File: config.mk
export PLATFORM = sky130hd
export DESIGN_NAME = polyline_viewport_clip_3d
export DESIGN_NICKNAME = d
export VERILOG_FILES = /design/src/sv/plvc_pkg.sv /design/src/sv/polyline_viewport_clip_3d.sv /design/src/sv/plvc_regs.sv /design/src/sv/plvc_datapath.sv /design/src/sv/plvc_ctrl.sv
export SDC_FILE = /design/constraint.sdc
export NUM_CORES = 2
export LEC_CHECK = 0
export BUFFER_PORTS_ARGS = -buffer_cell sky130_fd_sc_hd__buf_4
export CAP_MARGIN = 25
export CORE_ASPECT_RATIO = 0.5
export CORE_MARGIN = 2
export CORE_UTILIZATION = 60
export CTS_BUF_LIST = sky130_fd_sc_hd__clkbuf_8
export CTS_CLUSTER_DIAMETER = 100
export DETAILED_ROUTE_END_ITERATION = 10
export PLACE_DENSITY = 0.77
export REMOVE_ABC_BUFFERS = 1
export SYNTH_ARGS = -nofsm -noshare
export SYNTH_HDL_FRONTEND = slang
export SYNTH_SLANG_ARGS = --single-unit
File: constraint.sdc
create_clock -name aclk -period 16.6 [get_ports aclk]
set_input_delay 0 -clock aclk [delete_from_list [all_inputs] [get_ports aclk]]
set_output_delay 0 -clock aclk [all_outputs]
set_load 0.05 [all_outputs]
File: src/sv/plvc_pkg.sv
`timescale 1ns / 1ps
`default_nettype none
// ----------------------------------------------------------------------------
// plvc_pkg
// Shared types, widths and codes for the 3D polyline viewport clipper.
// ----------------------------------------------------------------------------
package plvc_pkg;

    localparam int COORD_WIDTH     = 32;
    localparam int COORD_FRAC_BITS = 16;
    localparam int T_FRAC_BITS     = 16;
    localparam int PIXEL_WIDTH     = 16;

    localparam int DIFF_W  = COORD_WIDTH + 1;          // deltas and edge terms
    localparam int MAG_W   = COORD_WIDTH;              // magnitudes of deltas
    localparam int T_W     = T_FRAC_BITS + 1;          // t in 0 .. one plus a step
    localparam int HI_W    = MAG_W - T_FRAC_BITS;
    localparam int PHI_W   = HI_W + T_W;
    localparam int PLO_W   = T_FRAC_BITS + T_W;
    localparam int PT_W    = COORD_WIDTH + 2;          // interpolated point
    localparam int S_W     = PT_W + 2;                 // rounding workspace
    localparam int CNT_W   = $clog2(T_FRAC_BITS);
    localparam int ADDR_W  = 5;
    localparam int DATA_W  = 32;

    localparam logic [T_W-1:0] T_ONE      = T_W'(1) << T_FRAC_BITS;
    localparam logic [T_W-1:0] T_ONE_STEP = (T_W'(1) << T_FRAC_BITS) + T_W'(1);

    localparam logic [5:0] OC_LEFT   = 6'h01;
    localparam logic [5:0] OC_RIGHT  = 6'h02;
    localparam logic [5:0] OC_BOTTOM = 6'h04;
    localparam logic [5:0] OC_TOP    = 6'h08;
    localparam logic [5:0] OC_NEAR   = 6'h10;
    localparam logic [5:0] OC_FAR    = 6'h20;

    localparam logic [2:0] EDGE_NEAR = 3'd4;
    localparam logic [2:0] EDGE_FAR  = 3'd5;
    localparam logic [2:0] EDGE_LAST = 3'd5;

    typedef enum logic [2:0] {
        REG_BOX_X_LOW        = 3'd0,
        REG_BOX_X_HIGH       = 3'd1,
        REG_BOX_Y_LOW        = 3'd2,
        REG_BOX_Y_HIGH       = 3'd3,
        REG_BOX_Z_LOW        = 3'd4,
        REG_BOX_Z_HIGH       = 3'd5,
        REG_CLIP_MODE        = 3'd6,
        REG_TERMINATE_AT_END = 3'd7
    } reg_idx_t;

    typedef enum logic [1:0] {
        OP_MOVE = 2'd0,
        OP_DRAW = 2'd1,
        OP_TERM = 2'd2
    } draw_op_t;

    typedef enum logic [1:0] {
        EK_SKIP   = 2'd0,
        EK_REJECT = 2'd1,
        EK_DIRECT = 2'd2,
        EK_DIV    = 2'd3
    } edge_kind_t;

    typedef enum logic [1:0] {
        EMIT_TERM = 2'd0,
        EMIT_MOVE = 2'd1,
        EMIT_PEN  = 2'd2     // move or draw, per the pending-move flag
    } emit_sel_t;

    typedef struct packed {
        logic signed [COORD_WIDTH-1:0] box_x_low;
        logic signed [COORD_WIDTH-1:0] box_x_high;
        logic signed [COORD_WIDTH-1:0] box_y_low;
        logic signed [COORD_WIDTH-1:0] box_y_high;
        logic signed [COORD_WIDTH-1:0] box_z_low;
        logic signed [COORD_WIDTH-1:0] box_z_high;
        logic [2:0]                    clip_mode;
        logic                          terminate_at_end;
    } plvc_cfg_t;

    typedef struct packed {
        logic      load_vertex;
        logic      eval;
        logic      clip_init;
        logic      edge_pq;
        logic      edge_chk;
        logic      div_step;
        logic      apply;
        logic      edge_next;
        logic      pt_load;
        logic      pt_sel;      // 0 start point, 1 end point
        logic      mul_lo;
        logic      mul_hi;
        logic      mul_add;
        logic      axis;        // 0 x, 1 y
        logic      emit;
        emit_sel_t emit_sel;
        logic      emit_last;
        logic      clr_move;
        logic      commit;
    } plvc_cmd_t;

    typedef struct packed {
        logic       trivial_accept;
        logic       trivial_reject;
        edge_kind_t edge_kind;
        logic       div_done;
        logic       apply_reject;
        logic       last_edge;
        logic       prev_oc_nz;
        logic       start_interp;
        logic       end_interp;
        logic       out_free;
        logic       end_term;
    } plvc_status_t;

endpackage
`default_nettype wire

File: src/sv/polyline_viewport_clip_3d.sv
`timescale 1ns / 1ps
`default_nettype none
// ----------------------------------------------------------------------------
// polyline_viewport_clip_3d
// Clips a 3D polyline against a box and emits 2D pen commands.
// ----------------------------------------------------------------------------
// Vertices enter on the s_ stream, one item per vertex; pen commands leave on
// the m_ stream, zero to four items per vertex, the final one with m_tlast.
// The box and mode registers are to be written over the APB-style port only
// while idle; the block itself does not enforce this. One vertex is worked
// on at a time; s_tready is high only between vertices. Trivially accepted
// and rejected segments skip clipping. A clipped segment walks up to six
// boundaries, applying a ratio where one cuts, after the one-bit-per-cycle
// divider when the ratio is below one; each clipped end point is
// interpolated on the shared 16 by 17 bit multiplier (load, then x and y,
// low half, high half, add). The divider sets most of the worst-case time
// per vertex.
// Results sit in a one-deep output register; while m_tready is low the
// sequencer waits at its next emit, taking no further vertex while it waits.
// Reset (aresetn low, synchronous) clears the config and previous outcode,
// zeroes the previous vertex, sets the disconnected and pending-move flags.
// ----------------------------------------------------------------------------
module polyline_viewport_clip_3d
    import plvc_pkg::*;
(
    input  wire logic              aclk,
    input  wire logic              aresetn,
    input  wire logic              s_tvalid,
    output logic                   s_tready,
    input  wire logic [95:0]       s_tdata,   // vertex_x, vertex_y, vertex_z
    input  wire logic              s_tuser,   // strip_start
    input  wire logic              s_tlast,   // strip_end
    output logic                   m_tvalid,
    input  wire logic              m_tready,
    output logic [31:0]            m_tdata,   // pixel_x, pixel_y
    output logic [1:0]             m_tuser,   // draw_op
    output logic                   m_tlast,   // last_of_run
    input  wire logic              psel,
    input  wire logic              penable,
    input  wire logic              pwrite,
    input  wire logic [ADDR_W-1:0] paddr,
    input  wire logic [DATA_W-1:0] pwdata,
    output logic      [DATA_W-1:0] prdata,
    output logic                   pready
);

    plvc_cfg_t              cfg;
    plvc_cmd_t              cmd;
    plvc_status_t           st;
    logic [PIXEL_WIDTH-1:0] px, py;

    plvc_regs u_regs (
        .aclk    (aclk),
        .aresetn (aresetn),
        .psel    (psel),
        .penable (penable),
        .pwrite  (pwrite),
        .paddr   (paddr),
        .pwdata  (pwdata),
        .prdata  (prdata),
        .pready  (pready),
        .cfg     (cfg)
    );

    plvc_ctrl u_ctrl (
        .aclk     (aclk),
        .aresetn  (aresetn),
        .in_valid (s_tvalid),
        .in_ready (s_tready),
        .st       (st),
        .cmd      (cmd)
    );

    plvc_datapath u_dp (
        .aclk     (aclk),
        .aresetn  (aresetn),
        .cfg      (cfg),
        .cmd      (cmd),
        .st       (st),
        .in_x     (s_tdata[31:0]),
        .in_y     (s_tdata[63:32]),
        .in_z     (s_tdata[95:64]),
        .in_start (s_tuser),
        .in_end   (s_tlast),
        .m_valid  (m_tvalid),
        .m_ready  (m_tready),
        .m_op     (m_tuser),
        .m_px     (px),
        .m_py     (py),
        .m_last   (m_tlast)
    );

    assign m_tdata = {py, px};

endmodule
`default_nettype wire

File: src/sv/plvc_regs.sv
`timescale 1ns / 1ps
`default_nettype none
// ----------------------------------------------------------------------------
// plvc_regs
// Configuration register file behind the APB-style port.
// ----------------------------------------------------------------------------
module plvc_regs
    import plvc_pkg::*;
(
    input  wire logic              aclk,
    input  wire logic              aresetn,
    input  wire logic              psel,
    input  wire logic              penable,
    input  wire logic              pwrite,
    input  wire logic [ADDR_W-1:0] paddr,
    input  wire logic [DATA_W-1:0] pwdata,
    output logic      [DATA_W-1:0] prdata,
    output logic                   pready,
    output plvc_cfg_t              cfg
);

    plvc_cfg_t cfg_reg, cfg_next;
    reg_idx_t  idx;
    logic      wr_en;

    assign pready = 1'b1;
    assign idx    = reg_idx_t'(paddr[4:2]);
    assign wr_en  = psel && penable && pwrite && pready;
    assign cfg    = cfg_reg;

    always_comb begin
        cfg_next = cfg_reg;
        if (wr_en) begin
            unique case (idx)
                REG_BOX_X_LOW:        cfg_next.box_x_low  = pwdata[COORD_WIDTH-1:0];
                REG_BOX_X_HIGH:       cfg_next.box_x_high = pwdata[COORD_WIDTH-1:0];
                REG_BOX_Y_LOW:        cfg_next.box_y_low  = pwdata[COORD_WIDTH-1:0];
                REG_BOX_Y_HIGH:       cfg_next.box_y_high = pwdata[COORD_WIDTH-1:0];
                REG_BOX_Z_LOW:        cfg_next.box_z_low  = pwdata[COORD_WIDTH-1:0];
                REG_BOX_Z_HIGH:       cfg_next.box_z_high = pwdata[COORD_WIDTH-1:0];
                REG_CLIP_MODE:        cfg_next.clip_mode  = pwdata[2:0];
                REG_TERMINATE_AT_END: cfg_next.terminate_at_end = pwdata[0];
            endcase
        end
    end

    always_ff @(posedge aclk) begin
        if (!aresetn) begin
            cfg_reg <= '0;
        end else begin
            cfg_reg <= cfg_next;
        end
    end

    always_comb begin
        unique case (idx)
            REG_BOX_X_LOW:        prdata = cfg_reg.box_x_low;
            REG_BOX_X_HIGH:       prdata = cfg_reg.box_x_high;
            REG_BOX_Y_LOW:        prdata = cfg_reg.box_y_low;
            REG_BOX_Y_HIGH:       prdata = cfg_reg.box_y_high;
            REG_BOX_Z_LOW:        prdata = cfg_reg.box_z_low;
            REG_BOX_Z_HIGH:       prdata = cfg_reg.box_z_high;
            REG_CLIP_MODE:        prdata = {{(DATA_W-3){1'b0}}, cfg_reg.clip_mode};
            REG_TERMINATE_AT_END: prdata = {{(DATA_W-1){1'b0}}, cfg_reg.terminate_at_end};
        endcase
    end

endmodule
`default_nettype wire

File: src/sv/plvc_datapath.sv
`timescale 1ns / 1ps
`default_nettype none
// ----------------------------------------------------------------------------
// plvc_datapath
// Vertex state, outcodes, edge terms, shared divider and multiplier, and the
// output register.
// ----------------------------------------------------------------------------
module plvc_datapath
    import plvc_pkg::*;
(
    input  wire logic                    aclk,
    input  wire logic                    aresetn,
    input  wire plvc_cfg_t               cfg,
    input  wire plvc_cmd_t               cmd,
    output plvc_status_t                 st,
    input  wire logic [COORD_WIDTH-1:0]  in_x,
    input  wire logic [COORD_WIDTH-1:0]  in_y,
    input  wire logic [COORD_WIDTH-1:0]  in_z,
    input  wire logic                    in_start,
    input  wire logic                    in_end,
    output logic                         m_valid,
    input  wire logic                    m_ready,
    output logic [1:0]                   m_op,
    output logic [PIXEL_WIDTH-1:0]       m_px,
    output logic [PIXEL_WIDTH-1:0]       m_py,
    output logic                         m_last
);

    function automatic logic [PIXEL_WIDTH-1:0] to_pixel(input logic signed [PT_W-1:0] v);
        logic signed [S_W-1:0] s;
        logic signed [S_W-1:0] r;
        logic signed [S_W-1:0] pmax;
        logic signed [S_W-1:0] pmin;
        s    = $signed({v[PT_W-1], v, 1'b0}) + $signed(S_W'(1) << COORD_FRAC_BITS);
        // round half up then truncate toward zero
        r    = (s >>> (COORD_FRAC_BITS + 1)) + $signed(S_W'(s[S_W-1]));
        pmax = $signed((S_W'(1) << (PIXEL_WIDTH - 1)) - S_W'(1));
        pmin = -pmax - $signed(S_W'(1));
        if (r > pmax) r = pmax;
        if (r < pmin) r = pmin;
        return r[PIXEL_WIDTH-1:0];
    endfunction

    logic signed [COORD_WIDTH-1:0] x2_reg, y2_reg, z2_reg;
    logic signed [COORD_WIDTH-1:0] x1_reg, y1_reg, z1_reg;
    logic                          end_reg;
    logic [5:0]                    prev_oc_reg, map_reg;
    logic                          disc_reg, mpend_reg;
    logic signed [DIFF_W-1:0]      dx_reg, dy_reg, dz_reg;
    logic signed [DIFF_W-1:0]      p_reg, q_reg;
    logic [T_W-1:0]                t0_reg, t1_reg, r_reg;
    logic [2:0]                    edge_reg;
    logic [MAG_W-1:0]              rem_reg, den_reg;
    logic [T_FRAC_BITS-1:0]        quo_reg;
    logic [CNT_W-1:0]              cnt_reg;
    logic                          pneg_reg;
    logic                          dneg_reg;
    logic [PLO_W-1:0]              plo_reg;
    logic [PHI_W-1:0]              phi_reg;
    logic signed [PT_W-1:0]        px_reg, py_reg;
    logic                          pt_sel_reg;
    logic                          mvalid_reg;
    logic [1:0]                    mop_reg;
    logic [PIXEL_WIDTH-1:0]        mpx_reg, mpy_reg;
    logic                          mlast_reg;

    logic [5:0]               oc;
    logic signed [DIFF_W-1:0] p_new, q_new;
    logic                     edge_en;
    logic [MAG_W-1:0]         pmag, qmag;
    edge_kind_t               kind;
    logic [MAG_W:0]           rem2;
    logic                     rem_ge;
    logic [T_FRAC_BITS-1:0]   quo_next;
    logic                     apply_rej;
    logic signed [DIFF_W-1:0] dsel;
    logic [MAG_W-1:0]         dmag;
    logic [T_W-1:0]           tsel;
    logic [PT_W-1:0]          sum;
    logic signed [PT_W-1:0]   base, ires;
    logic                     out_free;

    // outcode of the incoming vertex
    always_comb begin
        oc = '0;
        if (x2_reg < cfg.box_x_low)       oc = oc | OC_LEFT;
        else if (x2_reg > cfg.box_x_high) oc = oc | OC_RIGHT;
        if (y2_reg < cfg.box_y_low)       oc = oc | OC_BOTTOM;
        else if (y2_reg > cfg.box_y_high) oc = oc | OC_TOP;
        if (cfg.clip_mode[0] && z2_reg < cfg.box_z_low)  oc = oc | OC_NEAR;
        if (cfg.clip_mode[1] && z2_reg > cfg.box_z_high) oc = oc | OC_FAR;
    end

    // p and q of the current boundary
    always_comb begin
        unique case (edge_reg)
            3'd0: begin
                p_new = -dx_reg;
                q_new = DIFF_W'(x1_reg) - DIFF_W'(cfg.box_x_low);
            end
            3'd1: begin
                p_new = dx_reg;
                q_new = DIFF_W'(cfg.box_x_high) - DIFF_W'(x1_reg);
            end
            3'd2: begin
                p_new = -dy_reg;
                q_new = DIFF_W'(y1_reg) - DIFF_W'(cfg.box_y_low);
            end
            3'd3: begin
                p_new = dy_reg;
                q_new = DIFF_W'(cfg.box_y_high) - DIFF_W'(y1_reg);
            end
            3'd4: begin
                p_new = -dz_reg;
                q_new = DIFF_W'(z1_reg) - DIFF_W'(cfg.box_z_low);
            end
            default: begin
                p_new = dz_reg;
                q_new = DIFF_W'(cfg.box_z_high) - DIFF_W'(z1_reg);
            end
        endcase
    end

    assign edge_en = (edge_reg < EDGE_NEAR)
                  || (edge_reg == EDGE_NEAR && cfg.clip_mode[0])
                  || (edge_reg == EDGE_FAR  && cfg.clip_mode[1]);
    assign pmag = p_reg[DIFF_W-1] ? MAG_W'(-p_reg) : MAG_W'(p_reg);
    assign qmag = q_reg[DIFF_W-1] ? MAG_W'(-q_reg) : MAG_W'(q_reg);

    always_comb begin
        if (!edge_en) begin
            kind = EK_SKIP;
        end else if (p_reg < 0) begin
            if (q_reg > 0)            kind = EK_SKIP;
            else if (qmag >= pmag)    kind = EK_DIRECT;
            else                      kind = EK_DIV;
        end else if (p_reg > 0) begin
            if (q_reg < 0)            kind = EK_REJECT;
            else if (qmag >= pmag)    kind = EK_DIRECT;
            else                      kind = EK_DIV;
        end else begin
            kind = (q_reg < 0) ? EK_REJECT : EK_SKIP;
        end
    end

    // restoring divider, one quotient bit a step
    assign rem2     = {rem_reg, 1'b0};
    assign rem_ge   = rem2 >= {1'b0, den_reg};
    assign quo_next = {quo_reg[T_FRAC_BITS-2:0], rem_ge};

    assign apply_rej = pneg_reg ? (r_reg > t1_reg) : (r_reg < t0_reg);

    // interpolation through the shared multiplier
    assign dsel = cmd.axis ? dy_reg : dx_reg;
    assign dmag = dsel[DIFF_W-1] ? MAG_W'(-dsel) : MAG_W'(dsel);
    assign tsel = pt_sel_reg ? t1_reg : t0_reg;
    assign sum  = PT_W'(phi_reg) + PT_W'(plo_reg >> T_FRAC_BITS);
    assign base = cmd.axis ? PT_W'(y1_reg) : PT_W'(x1_reg);
    assign ires = dneg_reg ? base - $signed(sum) : base + $signed(sum);

    assign out_free = !mvalid_reg || m_ready;

    always_ff @(posedge aclk) begin
        if (cmd.load_vertex) begin
            x2_reg  <= in_x;
            y2_reg  <= in_y;
            z2_reg  <= in_z;
            end_reg <= in_end;
        end
        if (cmd.eval) begin
            map_reg <= oc;
            dx_reg  <= DIFF_W'(x2_reg) - DIFF_W'(x1_reg);
            dy_reg  <= DIFF_W'(y2_reg) - DIFF_W'(y1_reg);
            dz_reg  <= DIFF_W'(z2_reg) - DIFF_W'(z1_reg);
        end
        if (cmd.clip_init) begin
            t0_reg <= '0;
            t1_reg <= T_ONE;
        end else if (cmd.apply && !apply_rej) begin
            if (pneg_reg) begin
                if (r_reg > t0_reg) t0_reg <= r_reg;
            end else begin
                if (r_reg < t1_reg) t1_reg <= r_reg;
            end
        end
        if (cmd.edge_pq) begin
            p_reg <= p_new;
            q_reg <= q_new;
        end
        if (cmd.edge_chk) begin
            pneg_reg <= p_reg[DIFF_W-1];
            r_reg    <= (qmag > pmag) ? T_ONE_STEP : T_ONE;
            rem_reg  <= qmag;
            den_reg  <= pmag;
            quo_reg  <= '0;
            cnt_reg  <= '0;
        end else if (cmd.div_step) begin
            rem_reg <= rem_ge ? MAG_W'(rem2 - {1'b0, den_reg}) : MAG_W'(rem2);
            quo_reg <= quo_next;
            cnt_reg <= cnt_reg + CNT_W'(1);
            if (cnt_reg == CNT_W'(T_FRAC_BITS - 1)) r_reg <= {1'b0, quo_next};
        end
        if (cmd.pt_load) begin
            pt_sel_reg <= cmd.pt_sel;
            px_reg     <= cmd.pt_sel ? PT_W'(x2_reg) : PT_W'(x1_reg);
            py_reg     <= cmd.pt_sel ? PT_W'(y2_reg) : PT_W'(y1_reg);
        end else if (cmd.mul_add) begin
            if (cmd.axis) py_reg <= ires;
            else          px_reg <= ires;
        end
        if (cmd.mul_lo) begin
            dneg_reg <= dsel[DIFF_W-1];
            plo_reg  <= PLO_W'(dmag[T_FRAC_BITS-1:0]) * PLO_W'(tsel);
        end
        if (cmd.mul_hi) begin
            phi_reg <= PHI_W'(dmag[MAG_W-1:T_FRAC_BITS]) * PHI_W'(tsel);
        end
        if (cmd.emit) begin
            mlast_reg <= cmd.emit_last;
            unique case (cmd.emit_sel)
                EMIT_MOVE: mop_reg <= OP_MOVE;
                EMIT_PEN:  mop_reg <= mpend_reg ? OP_MOVE : OP_DRAW;
                default:   mop_reg <= OP_TERM;
            endcase
            mpx_reg <= (cmd.emit_sel == EMIT_TERM) ? '0 : to_pixel(px_reg);
            mpy_reg <= (cmd.emit_sel == EMIT_TERM) ? '0 : to_pixel(py_reg);
        end
    end

    // control and reset-defined state
    always_ff @(posedge aclk) begin
        if (!aresetn) begin
            x1_reg      <= '0;
            y1_reg      <= '0;
            z1_reg      <= '0;
            prev_oc_reg <= '0;
            disc_reg    <= 1'b1;
            mpend_reg   <= 1'b1;
            edge_reg    <= '0;
            mvalid_reg  <= 1'b0;
        end else begin
            if (cmd.load_vertex && in_start) begin
                disc_reg    <= 1'b1;
                prev_oc_reg <= '0;
                mpend_reg   <= !cfg.clip_mode[2];
            end
            if (cmd.clr_move) mpend_reg <= 1'b0;
            if (cmd.commit) begin
                x1_reg      <= x2_reg;
                y1_reg      <= y2_reg;
                z1_reg      <= z2_reg;
                prev_oc_reg <= map_reg;
                disc_reg    <= 1'b0;
            end
            if (cmd.clip_init)      edge_reg <= '0;
            else if (cmd.edge_next) edge_reg <= edge_reg + 3'd1;
            if (cmd.emit)         mvalid_reg <= 1'b1;
            else if (m_ready)     mvalid_reg <= 1'b0;
        end
    end

    assign st.trivial_accept = (map_reg | prev_oc_reg) == '0;
    assign st.trivial_reject = ((map_reg & prev_oc_reg) != '0) || disc_reg;
    assign st.edge_kind      = kind;
    assign st.div_done       = cnt_reg == CNT_W'(T_FRAC_BITS - 1);
    assign st.apply_reject   = apply_rej;
    assign st.last_edge      = edge_reg == EDGE_LAST;
    assign st.prev_oc_nz     = prev_oc_reg != '0;
    assign st.start_interp   = t0_reg != '0;
    assign st.end_interp     = t1_reg < T_ONE;
    assign st.out_free       = out_free;
    assign st.end_term       = end_reg && cfg.terminate_at_end;

    assign m_valid = mvalid_reg;
    assign m_op    = mop_reg;
    assign m_px    = mpx_reg;
    assign m_py    = mpy_reg;
    assign m_last  = mlast_reg;

endmodule
`default_nettype wire

File: src/sv/plvc_ctrl.sv
`timescale 1ns / 1ps
`default_nettype none
// ----------------------------------------------------------------------------
// plvc_ctrl
// Sequencer: classify, clip boundary by boundary, interpolate, emit.
// ----------------------------------------------------------------------------
module plvc_ctrl
    import plvc_pkg::*;
(
    input  wire logic         aclk,
    input  wire logic         aresetn,
    input  wire logic         in_valid,
    output logic              in_ready,
    input  wire plvc_status_t st,
    output plvc_cmd_t         cmd
);

    typedef enum logic [15:0] {
        S_IDLE   = 16'h0001,
        S_EVAL   = 16'h0002,
        S_DECIDE = 16'h0004,
        S_PQ     = 16'h0008,
        S_CHK    = 16'h0010,
        S_DIV    = 16'h0020,
        S_APPLY  = 16'h0040,
        S_ETERM  = 16'h0080,
        S_PLOAD  = 16'h0100,
        S_MLO    = 16'h0200,
        S_MHI    = 16'h0400,
        S_MADD   = 16'h0800,
        S_SEMIT  = 16'h1000,
        S_EEMIT  = 16'h2000,
        S_COMMIT = 16'h4000,
        S_FTERM  = 16'h8000
    } state_t;

    state_t state_reg, state_next;
    logic   sel_reg, sel_next;
    logic   axis_reg, axis_next;
    state_t clip_done;
    state_t pt_done;

    assign in_ready  = state_reg == S_IDLE;
    assign clip_done = st.prev_oc_nz ? S_ETERM : S_PLOAD;
    assign pt_done   = sel_reg ? S_EEMIT : S_SEMIT;

    always_comb begin
        state_next = state_reg;
        sel_next   = sel_reg;
        axis_next  = axis_reg;
        cmd        = '0;
        cmd.pt_sel = sel_reg;
        cmd.axis   = axis_reg;
        unique case (state_reg)
            S_IDLE: begin
                if (in_valid) begin
                    cmd.load_vertex = 1'b1;
                    state_next      = S_EVAL;
                end
            end
            S_EVAL: begin
                cmd.eval   = 1'b1;
                state_next = S_DECIDE;
            end
            S_DECIDE: begin
                priority if (st.trivial_accept) begin
                    cmd.pt_load = 1'b1;
                    cmd.pt_sel  = 1'b1;
                    state_next  = S_EEMIT;
                end else if (st.trivial_reject) begin
                    state_next = S_COMMIT;
                end else begin
                    cmd.clip_init = 1'b1;
                    sel_next      = !st.prev_oc_nz;
                    state_next    = S_PQ;
                end
            end
            S_PQ: begin
                cmd.edge_pq = 1'b1;
                state_next  = S_CHK;
            end
            S_CHK: begin
                cmd.edge_chk = 1'b1;
                unique case (st.edge_kind)
                    EK_SKIP: begin
                        cmd.edge_next = 1'b1;
                        state_next    = st.last_edge ? clip_done : S_PQ;
                    end
                    EK_REJECT: state_next = S_COMMIT;
                    EK_DIRECT: state_next = S_APPLY;
                    default:   state_next = S_DIV;
                endcase
            end
            S_DIV: begin
                cmd.div_step = 1'b1;
                if (st.div_done) state_next = S_APPLY;
            end
            S_APPLY: begin
                cmd.apply = 1'b1;
                if (st.apply_reject) begin
                    state_next = S_COMMIT;
                end else begin
                    cmd.edge_next = 1'b1;
                    state_next    = st.last_edge ? clip_done : S_PQ;
                end
            end
            S_ETERM: begin
                if (st.out_free) begin
                    cmd.emit     = 1'b1;
                    cmd.emit_sel = EMIT_TERM;
                    state_next   = S_PLOAD;
                end
            end
            S_PLOAD: begin
                cmd.pt_load = 1'b1;
                axis_next   = 1'b0;
                if (sel_reg ? st.end_interp : st.start_interp) state_next = S_MLO;
                else                                           state_next = pt_done;
            end
            S_MLO: begin
                cmd.mul_lo = 1'b1;
                state_next = S_MHI;
            end
            S_MHI: begin
                cmd.mul_hi = 1'b1;
                state_next = S_MADD;
            end
            S_MADD: begin
                cmd.mul_add = 1'b1;
                if (!axis_reg) begin
                    axis_next  = 1'b1;
                    state_next = S_MLO;
                end else begin
                    state_next = pt_done;
                end
            end
            S_SEMIT: begin
                if (st.out_free) begin
                    cmd.emit     = 1'b1;
                    cmd.emit_sel = EMIT_MOVE;
                    cmd.clr_move = 1'b1;
                    sel_next     = 1'b1;
                    state_next   = S_PLOAD;
                end
            end
            S_EEMIT: begin
                if (st.out_free) begin
                    cmd.emit      = 1'b1;
                    cmd.emit_sel  = EMIT_PEN;
                    cmd.emit_last = !st.end_term;
                    cmd.clr_move  = 1'b1;
                    state_next    = S_COMMIT;
                end
            end
            S_COMMIT: begin
                cmd.commit = 1'b1;
                state_next = st.end_term ? S_FTERM : S_IDLE;
            end
            S_FTERM: begin
                if (st.out_free) begin
                    cmd.emit      = 1'b1;
                    cmd.emit_sel  = EMIT_TERM;
                    cmd.emit_last = 1'b1;
                    state_next    = S_IDLE;
                end
            end
            default: state_next = S_IDLE;
        endcase
    end

    always_ff @(posedge aclk) begin
        if (!aresetn) begin
            state_reg <= S_IDLE;
            sel_reg   <= 1'b0;
            axis_reg  <= 1'b0;
        end else begin
            state_reg <= state_next;
            sel_reg   <= sel_next;
            axis_reg  <= axis_next;
        end
    end

endmodule
`default_nettype wire
; Word level (Yosys, flattened, before mapping)
; Index checks and enable logic that the tools add are counted.
; W data, S select, Z words.
[totals]
register_bits = 896
output_inout_bits = 70
latch_bits = 0
mem_bits_ro = 0
ram_bits = 0
mem_count = 0
input_bits = 142
wordCells = 304
[classes]
n_shift = 0
bitwise_logic = 4
n_eq_ne = 42
order_cmp = 23
mux = 104
multipliers = 2
n_div = 0
add_sub_neg = 25
n_reduce_logical = 54
[op_table]
columns = cell, count
row1 = $mux W34, 10
row2 = $pmux W33 S5, 2
row3 = $sub A32 B32 Y33, 9
row4 = $pmux W32 S8, 1
row5 = $pmux W16 S15, 1
row6 = $mux W16, 12
row7 = $mux W32, 6
row8 = $mux W36, 4
row9 = $gt A32 B32 Y1, 4
row10 = $neg A33 Y33, 3
row11 = $lt A32 B32 Y1, 3
row12 = $neg A32 Y32, 3
row13 = $add A35 B18 Y36 const B, 2
row14 = $gt A36 B16 Y1 const B, 2
row15 = $lt A36 B16 Y1 const B, 2
row16 = $mux W17, 4
row17 = $gt A33 B1 Y1 const B, 2
row18 = $lt A33 B1 Y1 const B, 2
row19 = $mul A16 B17 Y33, 2
row20 = $pmux W16 S3, 1
row21 = $add A19 B2 Y20, 2
row22 = $add A33 B17 Y34, 1
row23 = $add A34 B34 Y34, 1
row24 = $gt A17 B17 Y1, 2
row25 = 63 further kinds, 173

; Depth between registers and ports, before layout
[depth]
depth_word = 11
depth_mapped = 41
ltp_nobuf = 36

; By module
; A second synthesis with hierarchy kept.
[unflattened]
cells_unflattened = 9530
area_unflattened_um2 = 82731.8
[modules_own_cells]
columns = mod, cells_each, instances, area_per_inst_um2, seq_area_each_um2
row1 = plvc_datapath, 8238, 1, 72399.4, 17486.8
row2 = plvc_regs, 1115, 1, 8921.1, 3923.8
row3 = plvc_ctrl, 177, 1, 1411.4, 360.3

; Worst setup path before layout
; OpenSTA, ideal clock, no wires.
[synth_timing]
kind = register -> register
startpoint = register u_ctrl.axis_reg
endpoint = register u_dp.phi_reg[32], data pin
slack_ns = 6.233
path_stages_with_launch = 40
t_required_ns = 16.340
n_path_buf = 7
arrival_ns = 10.107
synth_period_minus_slack_ns = 10.367
setup_time_ns = 0.260
cell_sequence = dfxtp_1 > clkbuf_1 > buf_2 > buf_1 > buf_2 > clkbuf_1 > clkbuf_1 > clkbuf_1 > mux2i_1 > ha_1 > nand2_1 > or2_2 > nor2_1 > nand3_1 > or3_1 > o21ai_1 > xor2_1 > nand2_1 > [4 not listed] > fa_1 > fa_1 > inv_1 > fa_1 > inv_1 > ha_1 > a21o_1 > a21oi_1 > o21ai_0 > and2_1 > nor4_1 > a21oi_1 > o21ai_0 > o311a_1 > nor3_1 > a21o_1 > a21oi_1 > xnor2_1
[synth_between]
elab_chain_len = 4
[synth_lines]
columns = item, line_no
row1 = start: declaration, plvc_ctrl.sv:39  ; logic axis_reg, axis_next;
row2 = start signal: assignment, plvc_ctrl.sv:179  ; axis_reg <= axis_next;
row3 = $mux W33 *, plvc_datapath.sv:154  ; assign dsel = cmd.axis ? dy_reg : dx_reg;
row4 = $neg A32 Y32, plvc_datapath.sv:155  ; assign dmag = dsel[DIFF_W-1] ? MAG_W'(-dsel) : MAG_W'(dsel);
row5 = $mux W32 *, plvc_datapath.sv:155
row6 = $mul A16 B17 Y33 *, plvc_datapath.sv:216  ; phi_reg <= PHI_W'(dmag[MAG_W-1:T_FRAC_BITS]) * PHI_W'(tsel);
row7 = end signal: assignment, plvc_datapath.sv:216
row8 = end: declaration, plvc_datapath.sv:59  ; logic [PHI_W-1:0] phi_reg;
; Mark *: on every way between the ends. The rest lies on a longest branch, timed or not.
; A chain may end at the register's enable or synchronous reset.

; Worst setup path in the final report
; Ends and elaborated chain as after synthesis.

==> summary.md <==
| Metric | Value |
|---|---|
| I/O Buffers | `208` |
| Antenna viol nets, final | `0` |
| Max frequency | `89.3 MHz` |
| Sequential fraction of the synthesis area | `0.266` |
| Routed wirelength normalized by instance count | `23.9 um` |
| Final-layout worst hold slack | `0.207 ns` |
| Floorplan die height | `265 um` |
| Power density of the placed cells | `56.7 nW/um^2` |
| Kind of cell with the highest combined delay on the critical path | `adder cells` |
| Clock Sink Count | `850` |
| Worst-Margin Slew | `1.20 ns` |
| Ys Warns | `0` |
| Kind of end point of the critical path | `flip-flop` |
| Power share of the clock group | `0.382` |
| Final nets | `11,504` |
| Number of global-route vias before repair | `70,881` |
| Crit path largest cell delay | `0.84 ns` |
| First drt pass iteration count | `8` |
| Maximum number of pins on one net before global-route repair | `151` |
| Synth Instances | `9,669` |
| Hold-fix buffers, CTS | `284` |
| Endpoints failing setup | `0` |
| Number of flip-flops in the largest register | `196` |
| Final sum of negative setup slack | `0 ns` |
| Count of state elements after synthesis | `850` |
| Vias per std cell | `6.29` |
| Unrepaired setup endpoints after global routing | `no` |
| Utilization of the core after routing | `0.676` |
| Status | `finished, final reports clean` |
| Max-capacitance violation count | `0` |
| Wire length of the first global-routing pass | `425 mm` |
| Area added between synthesis and finish | `11.5%` |
| Number of pins exceeding their max-slew limit in the final report | `0` |
| Most numerous cell on the critical path | `fa_1` |
| Power share of the combinational group | `0.163` |
| Sequential Power Share | `0.455` |
| Leak Pwr | `37.8 nW` |
| Number of H-tree levels | `4` |
| Worst Path Required | `17.23 ns` |
| Syn avg cell area | `8.46 um^2` |
| Psw | `1.56 mW` |
| Number of antenna violations at the first check in global routing | `25` |
| # rows | `95` |
| Setup crit start kind | `flip-flop` |
| Distinct cell type count after synthesis | `95` |
| Pwr Total | `5.17 mW` |
| Count of boundary I/O pins | `212` |
| Hold Fails Final Rpt | `0` |
| Post-route clock skew | `0.0587 ns` |
| Post-Place Worst Slack | `5.60 ns` |
| Switching power share of the total | `0.302` |
| Internal Power | `3.61 mW` |
| Worst Setup Slack, final | `5.40 ns` |
| Data arrival time of the worst path | `11.83 ns` |
| Core Region | `135,000 um^2` |
| Time the worst path needs with I/O delays and setup | `11.20 ns` |
| Setup fix buffers added after clock tree synthesis | `0` |
| Worst min-delay path category | `input port to flip-flop` |
| Number of buffers added by the clock tree synthesis step | `134` |
| Period utilization | `0.675` |
| Final instance area | `91,200 um^2` |
| TritonCTS clock tree | `yes` |
| RePlAce Congestion | `1.04` |
| Fraction of final layout cells sized beyond drive strength 1 | `0.0634` |
| Clk root buf | `clkbuf_8` |
| Fill cell instance count of the final layout | `11,013` |
| Syn Std Cell Area | `81,800 um^2` |
| Clock slew seen by the registers of the worst setup and hold paths | `0.07 ns` |
| Number of synthesized flops with an enable pin | `475` |
| Maximum count of clock buffers along a single path | `3` |
| Non-filler instance count after layout | `12,000` |
| Total vias in the final route | `75,531` |
| Worst path buffer plus inverter count | `3` |
| Total routing resource utilization after global routing | `0.402` |
| Placed Cells | `11,448` |
| Async S/R FF share, synth | `0` |
| Worst-skew pair later-pin latency | `0.92 ns` |
| Detailed placer's ending HPWL | `218 mm` |
| Die outline width | `526 um` |
| Number of DRC markers in iteration 0 | `10,330` |
| Top FF cell, synth | `edfxtp_1` |
| CTS resizes | `0` |
| Placement Cell Area | `85,400 um^2` |
| Minimum setup slack among reg-to-reg paths | `5.40 ns` |
| Die ar. | `139,000 um^2` |
| Slowest library cell on the worst path | `dfxtp_4` |
| Remaining DRCs | `0` |
| Crit Path Max Fanout | `56` |
| Total wirelength of the detailed-routed design | `287 mm` |
| Category of the critical setup timing path | `flip-flop to flip-flop` |
| Starting density of the core | `0.607` |
| Worst IR drop on VDD | `0.0856 mV` |
| Slew Limit Headroom | `0.192` |
| Leftover overflow at the end of global routing | `0` |
Yosys cell counts (44+ instances only):
| cell | n | share of area |
|---|---|---|
| nand2_1 | 1416 | 0.065 |
| inv_1 | 1044 | 0.048 |
| ha_1 | 852 | 0.13 |
| nor2_1 | 716 | 0.033 |
| a21oi_1 | 572 | 0.035 |
| edfxtp_1 | 475 | 0.17 |
| o21ai_0 | 441 | 0.027 |
| fa_1 | 426 | 0.10 |
| dfxtp_1 | 375 | 0.092 |
| xnor2_1 | 370 | 0.040 |
| a21boi_0 | 328 | 0.030 |
| clkbuf_1 | 320 | 0.015 |
| a21o_1 | 219 | 0.020 |
| xor2_1 | 189 | 0.020 |
| nor3_1 | 149 | 0.0091 |
| nand3_1 | 148 | 0.0091 |
| nand2b_1 | 126 | 0.0096 |
| mux2i_1 | 124 | 0.015 |
| o21a_1 | 118 | 0.011 |
| nor2b_1 | 103 | 0.0079 |
| nand4_1 | 92 | 0.0070 |
| a31oi_1 | 78 | 0.0060 |
| and2_1 | 64 | 0.0049 |
| or3_1 | 63 | 0.0048 |
| a211oi_1 | 57 | 0.0052 |
| and3_1 | 50 | 0.0038 |
| o21bai_1 | 50 | 0.0046 |
| nor4_1 | 47 | 0.0036 |
| o211ai_1 | 47 | 0.0043 |
| o31ai_1 | 45 | 0.0041 |
| o22ai_1 | 44 | 0.0034 |
final timing paths:
check | startpoint | depth (start not counted) | endpoint
setup reg to reg | u_ctrl.axis_reg | 33 | u_dp.phi_reg[32]
hold / removal | paddr[4] | 6 | u_regs.cfg[0]
hold reg to reg | u_dp.quo_reg[14] | 2 | u_dp.quo_reg[14]
setup / recovery | u_ctrl.axis_reg | 33 | u_dp.phi_reg[32]
worst reg2reg max path, delay by kind of cell (launching register included):
family / cells / cell delay (ns)
AOI/OAI and AO/OA: 10 / 2.86
buffers and inverters: 3 / 0.16
muxes: 1 / 0.68
DFF: 1 / 0.84
and+or+nand+nor: 10 / 2.16
xor gates and xnor gates: 2 / 0.71
adders and majority gates: 7 / 3.56
per-layer routing:
metal / GRT usage / vias to the layer above / share of wire
met5: 0 / - / 0.00040
met1: 0.560 / 35974 / 0.40
li1: - / 34292 / -
met4: 0.153 / 16 / 0.042
met3: 0.129 / 723 / 0.15
met2: 0.582 / 4526 / 0.41
logic make-up (layout without fill, tap and decap cells):
family                   after synthesis  after routing  synth area share
AND/OR/NAND/NOR                     3127           3127             0.173
AO/OA/AOI/OAI                       2323           2323             0.185
buffers and inverters               1398           1920            0.0643
adder cells (fa/ha/maj)             1278           1278             0.235
flip-flops                           850            850             0.266
XOR/XNOR                             560            560            0.0602
multiplexers                         132            132            0.0164
other                                  1             16         0.0000459
power by group through the flow:
stage / registers (mW) / clock network [mW] / logic (mW)
after floorplan: 2.35 / 0 / 0.443
after global placement: 2.39 / 0 / 0.728
after detailed placement: 2.39 / 0 / 0.738
after CTS: 2.34 / 1.97 / 0.794
after global routing: 2.35 / 2.06 / 0.889
final: 2.35 / 1.97 / 0.843
area by class of cell:
| cell class | instances | area (um^2) | share of cell area |
|---|---|---|---|
| clock buffers | 151 | 2080 | 0.0228 |
| well taps | 1794 | 2240 | 0.0246 |
| flip-flops and latches | 850 | 21800 | 0.239 |
| diodes | 15 | 37.5 | 0.000412 |
| clock inverters | 92 | 706 | 0.00774 |
| multi-input cells | 7421 | 54900 | 0.602 |
| inverters | 1047 | 3930 | 0.0431 |
| repair buffers | 630 | 5480 | 0.0602 |
cells in the final DEF, fill, tap and decap left out, types with 78 or more instances in the layout:
cell / n
a21boi_0: 328
a21o_1: 219
a21oi_1: 571
a31oi_1: 78
buf_4: 340
clkbuf_8: 152
dfxtp_1: 374
dlygate4sd3_1: 284
edfxtp_1: 475
fa_1: 426
ha_1: 850
inv_1: 1073
mux2i_1: 123
nand2_1: 1416
nand2b_1: 126
nand3_1: 147
nand4_1: 92
nor2_1: 704
nor2b_1: 101
nor3_1: 149
o21a_1: 118
o21ai_0: 433
xnor2_1: 370
xor2_1: 187
Power figures use the tool's default switching activity.
